`src/sv/u8d_pkg.sv`:
```
// ----------------------------------------------------------------------------
// u8d_pkg
// Shared types for the UTF-8 stream decoder: status codes, decoder state and
// result word layout.
// ----------------------------------------------------------------------------
package u8d_pkg;

  localparam int unsigned ByteW  = 8;
  localparam int unsigned CpW    = 31;
  localparam int unsigned CountW = 3;

  typedef enum logic [1:0] {
    ST_OK       = 2'd0,
    ST_BAD_LEAD = 2'd1,
    ST_BAD_CONT = 2'd2
  } status_t;

  typedef struct packed {
    logic [CountW-1:0] bytes_remaining;
    logic [CountW-1:0] bytes_taken;
    logic [CpW-1:0]    partial_value;
  } dec_state_t;

  typedef struct packed {
    logic              valid;
    logic [CpW-1:0]    code_point;
    logic [CountW-1:0] seq_length;
    status_t           status;
  } dec_result_t;

endpackage

```
`src/sv/u8d_step.sv`:
```
// ----------------------------------------------------------------------------
// u8d_step
// One decoder step: given the current state and one byte, forms the next
// state and at most one result word.
// ----------------------------------------------------------------------------
module u8d_step (
  input  u8d_pkg::dec_state_t  cur,
  input  logic [7:0]           data_byte,
  output u8d_pkg::dec_state_t  nxt,
  output u8d_pkg::dec_result_t res
);

  import u8d_pkg::*;

  localparam dec_state_t Idle = '0;

  always_comb begin
    nxt = cur;
    res = '0;
    res.status = ST_OK;
    if (cur.bytes_remaining == '0) begin
      nxt = Idle;
      unique case (data_byte) inside
        8'b0???????: begin
          res.valid      = 1'b1;
          res.code_point = {{(CpW-ByteW){1'b0}}, data_byte};
          res.seq_length = CountW'(1);
        end
        8'b110?????: begin
          nxt.bytes_remaining = CountW'(1);
          nxt.bytes_taken     = CountW'(1);
          nxt.partial_value   = {{(CpW-5){1'b0}}, data_byte[4:0]};
        end
        8'b1110????: begin
          nxt.bytes_remaining = CountW'(2);
          nxt.bytes_taken     = CountW'(1);
          nxt.partial_value   = {{(CpW-4){1'b0}}, data_byte[3:0]};
        end
        8'b11110???: begin
          nxt.bytes_remaining = CountW'(3);
          nxt.bytes_taken     = CountW'(1);
          nxt.partial_value   = {{(CpW-3){1'b0}}, data_byte[2:0]};
        end
        8'b111110??: begin
          nxt.bytes_remaining = CountW'(4);
          nxt.bytes_taken     = CountW'(1);
          nxt.partial_value   = {{(CpW-2){1'b0}}, data_byte[1:0]};
        end
        8'b1111110?: begin
          nxt.bytes_remaining = CountW'(5);
          nxt.bytes_taken     = CountW'(1);
          nxt.partial_value   = {{(CpW-1){1'b0}}, data_byte[0]};
        end
        default: begin
          // stray continuation, 0xFE or 0xFF
          res.valid      = 1'b1;
          res.seq_length = CountW'(1);
          res.status     = ST_BAD_LEAD;
        end
      endcase
    end else if (data_byte[7:6] != 2'b10) begin
      nxt            = Idle;
      res.valid      = 1'b1;
      res.seq_length = cur.bytes_taken + CountW'(1);
      res.status     = ST_BAD_CONT;
    end else begin
      nxt.partial_value   = {cur.partial_value[CpW-7:0], data_byte[5:0]};
      nxt.bytes_taken     = cur.bytes_taken + CountW'(1);
      nxt.bytes_remaining = cur.bytes_remaining - CountW'(1);
      if (cur.bytes_remaining == CountW'(1)) begin
        res.valid      = 1'b1;
        res.code_point = nxt.partial_value;
        res.seq_length = nxt.bytes_taken;
        nxt            = Idle;
      end
    end
  end

endmodule

```
`src/sv/utf8_stream_decoder_core.sv`:
```
// ----------------------------------------------------------------------------
// utf8_stream_decoder_core
// Streaming RFC 2279 UTF-8 decoder, one to six bytes per sequence, 31-bit
// code points out.
// ----------------------------------------------------------------------------
// Takes one byte per cycle; the input stalls only while a byte waits in the
// input register and a result word is held by out_stall. Each byte passes an
// input register, one decode step and a result register; a result word is
// registered as its last byte leaves the input register, and one is issued
// only when a sequence completes or fails; overlong forms are passed through.
// On an error the partial sequence and the offending byte are dropped and
// decoding restarts from idle.
module utf8_stream_decoder_core (
  input  logic        clk,
  input  logic        rst,
  input  logic        in_valid,
  output logic        in_stall,
  input  logic [7:0]  data_byte,
  output logic        out_valid,
  input  logic        out_stall,
  output logic [30:0] code_point,
  output logic [2:0]  seq_length,
  output logic [1:0]  status
);

  import u8d_pkg::*;

  logic        s1_valid;
  logic [7:0]  s1_byte;
  logic        s1_move;
  dec_state_t  st;
  dec_state_t  st_next;
  dec_result_t res;
  dec_result_t out_word;

  assign s1_move  = s1_valid && (!out_valid || !out_stall);
  assign in_stall = s1_valid && !s1_move;

  u8d_step u_step (
    .cur       (st),
    .data_byte (s1_byte),
    .nxt       (st_next),
    .res       (res)
  );

  always_ff @(posedge clk) begin
    if (rst) begin
      s1_valid <= 1'b0;
    end else if (!in_stall) begin
      s1_valid <= in_valid;
    end
  end

  always_ff @(posedge clk) begin
    if (!in_stall && in_valid) begin
      s1_byte <= data_byte;
    end
  end

  always_ff @(posedge clk) begin
    if (rst) begin
      st <= '0;
    end else if (s1_move) begin
      st <= st_next;
    end
  end

  always_ff @(posedge clk) begin
    if (rst) begin
      out_valid <= 1'b0;
    end else if (!out_valid || !out_stall) begin
      out_valid <= s1_move && res.valid;
    end
  end

  always_ff @(posedge clk) begin
    if (s1_move && res.valid) begin
      out_word <= res;
    end
  end

  assign code_point = out_word.code_point;
  assign seq_length = out_word.seq_length;
  assign status     = out_word.status;

  a_err_zero_cp: assert property (@(posedge clk) disable iff (rst)
    out_valid && status != ST_OK |-> code_point == '0)
    else $error("error word carries a nonzero code point");

  a_bad_lead_len: assert property (@(posedge clk) disable iff (rst)
    out_valid && status == ST_BAD_LEAD |-> seq_length == 3'd1)
    else $error("invalid lead word with length other than one");

  a_len_range: assert property (@(posedge clk) disable iff (rst)
    out_valid |-> seq_length != 3'd0 && seq_length != 3'd7)
    else $error("sequence length out of range");

  a_state_sane: assert property (@(posedge clk) disable iff (rst)
    st.bytes_remaining != '0 |-> st.bytes_taken != '0 &&
      (st.bytes_remaining + st.bytes_taken) <= 3'd6)
    else $error("decoder counts inconsistent");

  a_stall_hold: assert property (@(posedge clk) disable iff (rst)
    in_stall |-> s1_valid && out_valid && out_stall)
    else $error("input stalled without a blocked result");

endmodule

```
`config.mk`:
```
export PLATFORM = sky130hd
export DESIGN_NAME = utf8_stream_decoder_core
export DESIGN_NICKNAME = d
export VERILOG_FILES = /design/src/sv/u8d_pkg.sv /design/src/sv/u8d_step.sv /design/src/sv/utf8_stream_decoder_core.sv
export SDC_FILE = /design/constraint.sdc
export NUM_CORES = 1
export LEC_CHECK = 0
export BUFFER_PORTS_ARGS = -buffer_cell sky130_fd_sc_hd__buf_2
export CELL_PAD_IN_SITES_DETAIL_PLACEMENT = 1
export CELL_PAD_IN_SITES_GLOBAL_PLACEMENT = 2
export CORE_ASPECT_RATIO = 0.75
export CORE_UTILIZATION = 39
export CTS_CLUSTER_DIAMETER = 200
export CTS_CLUSTER_SIZE = 28
export DETAILED_ROUTE_END_ITERATION = 6
export PLACE_DENSITY = 0.8
export SYNTH_ARGS = -nofsm -noshare
export SYNTH_HDL_FRONTEND = slang
export SYNTH_SLANG_ARGS = --single-unit
```
`constraint.sdc`:
```
create_clock -name clk -period 9.7 [get_ports clk]
set_input_delay 1.455 -clock clk [delete_from_list [all_inputs] [get_ports clk]]
set_output_delay 1.455 -clock clk [all_outputs]
set_load 0.01 [all_outputs]
```
==> flow_metrics.tcl <==
set metrics [dict create \
    status "finished, final reports clean" \
    ys.flop_type "edfxtp_1" \
    hold_viol 0 \
    timing.rr.start "st[34]$_SDFFE_PP0P_" \
    syn_area_um2 3110 \
    via_count 2190 \
    holdPathStages 2 \
    relSlewSlack_pct 23.0 \
    syn-num-nets 292 \
    yosysWarningCount 0 \
    wl_per_cell_um 15.7 \
    synth.distinct_cells 39 \
    syn_area_per_cell_um2 11.3 \
    timing.setup.tns_ns 0 \
    clkSinkCount 77 \
    drive_gt1_share_pct 23.7 \
    tritoncts "built" \
    grt_max_degree 37 \
    synth_edf_count 44 \
    grt_usage_pct 17.4 \
    fp.dieH_um 79.4 \
    nets 336 \
    crit_end "status[1]$_SDFFCE_PP0P_" \
    setup_violations 0 \
    dp_hpwl_um 4390 \
    postCtsSetupRepairBufs 0 \
    dp_cells 410 \
    finalCritPeriodShare_pct 35.4 \
    fin_crit_ns 3.43 \
    ant_nets 0 \
    gp_congestion 0.787 \
    grt-ovfl-total 0 \
    drt-initial-drc-count 96 \
    vdd_drop_max_uv 61.3 \
    final_cell_mix "buf_2 (49), edfxtp_1 (44), a21oi_1 (35), nand2_1 (34), dfxtp_1 (33)" \
    antenna_found_initial 0 \
    ys_seq_elements 77 \
    netlist_instances 276 \
    numCtsBuffers 9 \
    p_leak_nw 1.37 \
    r2r_end "status[1]$_SDFFCE_PP0P_" \
    first_pass_iters 4 \
    startpoint "out_stall" \
    rsz0062_at_grt "no" \
    post-route-drc-count 0 \
    fmax_mhz 291 \
    cts.htree.levels 3 \
    ys_seq_area_share_pct 63.7 \
    start_util_pct 41.3 \
    clk_pin_slew_worst_paths_ns 0.08 \
    layout_commonest_cell "buf_2" \
    core_area_um2 7530 \
    port_buffers 49 \
    hold_buffers 0 \
    fill_cells 852 \
    required_ns 9.68 \
    fin_cells 426 \
    cp.arrival_ns 3.41 \
    critPathLaunchType "input pin" \
    setup.worst_path.class "in2reg" \
    syn2layout_area_growth_pct 16.2 \
    cts_buffer_depth 2 \
    grt_pass1_vias 2223 \
    power.density_nw_per_um2 180 \
    ios 50 \
    grt_pass1_wl_um 11000 \
    drv_cap 0 \
    drv_slew 0 \
    worstPathMaxFanout 36 \
    rr_worst_depth 6 \
    routed_wl_um 6710 \
    ys_async_sr_fraction_pct 0 \
    die_x_um 105 \
    vias_per_cell 5.14 \
    tightest_slew_ns 1.15 \
    die-area_um2 8350 \
    ctsResizeCount 0 \
    fin_hold_ws_ns 0.454 \
    antenna_cells 0 \
    ctsRootBufferMaster "clkbuf_8" \
    skew_ns 0.00667 \
    hold_class "reg2reg" \
    reg2reg_slack_ns 7.14 \
    clock_latency_ns 0.35 \
    rows 27 \
    end_kind "flip-flop" \
]
Yosys cell counts, drive strengths merged (2+ instances only):
cell type | number | share of area [%]
edfxtp | 44 | 42
a21oi | 35 | 5.6
nand2 | 34 | 4.1
dfxtp | 33 | 21
and2 | 30 | 6.1
nand3 | 28 | 4.5
clkbuf | 10 | 1.3
buf | 7 | 1.6
nor2 | 7 | 1.4
inv | 5 | 0.60
and3 | 4 | 0.80
ha | 4 | 1.6
nand2b | 4 | 1.0
nor3 | 4 | 1.0
o211ai | 4 | 0.96
nor2b | 3 | 0.60
a221oi | 2 | 0.76
a31oi | 2 | 0.40
nand4b | 2 | 0.56
o21ai | 2 | 0.32
o22ai | 2 | 0.40
worst max-delay path, stage by stage:
cell     delay [ns]
buf_2          0.12
nand2_1        0.08
nand2_1        0.65
nor2_4         1.06
registers in the layout, summed over array words and instances (netlist names):
name and cells:
seq_length 3, code_point 31, s1_byte 8, s1_valid 1, st 31, status 2
out_valid 1
power breakdown:
part	internal (mW)	total [mW]	switching [mW]
Sequential	0.354	0.360	0.00612
Combinational	0.0123	0.0385	0.0262
Clock	0.123	0.251	0.128
cell families (layout without fill, tap and decap cells):
group	after synthesis	in the layout	synth area share, %
buf+inv	22	71	3.50
fa+ha+maj	4	4	1.61
flops	77	77	63.7
compound gates	54	54	10.4
simple gates	118	118	20.5
xor+xnor	1	1	0.281
area by class of cell:
| cell class | count | area [um^2] | share of cell area (%) |
|---|---|---|---|
| clock inverter | 7 | 78.8 | 2.18 |
| inverter | 5 | 18.8 | 0.519 |
| tap | 101 | 126 | 3.49 |
| multi-input combinational | 177 | 1030 | 28.6 |
| timing repair buffer | 50 | 253 | 6.99 |
| clock buffer | 9 | 124 | 3.43 |
| sequential | 77 | 1980 | 54.8 |
per-layer routing:
metal,GRT usage (%),up-vias,share of wire [%]
met4,6.34,0,1.5
met5,0,-,0
li1,-,1064,-
met1,21.5,1069,46
met2,29.9,48,48
met3,4.41,9,4.2
metrics by stage:
step	cell area [um^2]	utilization [%]	power, mW	worst slack, ns
2_1_floorplan	3110	-	0.392	5.90
6_report	3620	48.0	0.650	6.27
4_1_cts	3620	48.0	0.657	6.21
3_5_place_dp	3410	45.3	0.407	5.83
3_3_place_gp	3410	45.3	0.406	5.91
5_1_grt	3620	48.0	0.674	6.06
worst min path at each step:
stage	endpoint	from	slack (ns)
after detailed placement	st[24]$_SDFFE_PP0P_	st[24]$_SDFFE_PP0P_	0.45
after CTS	st[24]$_SDFFE_PP0P_	st[24]$_SDFFE_PP0P_	0.46
after global routing	st[35]$_SDFFE_PP0P_	st[35]$_SDFFE_PP0P_	0.48
final	st[19]$_SDFFE_PP0P_	st[19]$_SDFFE_PP0P_	0.45
after global placement	st[21]$_SDFFE_PP0P_	st[21]$_SDFFE_PP0P_	0.44
after floorplan	st[19]$_SDFFE_PP0P_	st[19]$_SDFFE_PP0P_	0.43
Power figures use the tool's default switching activity.
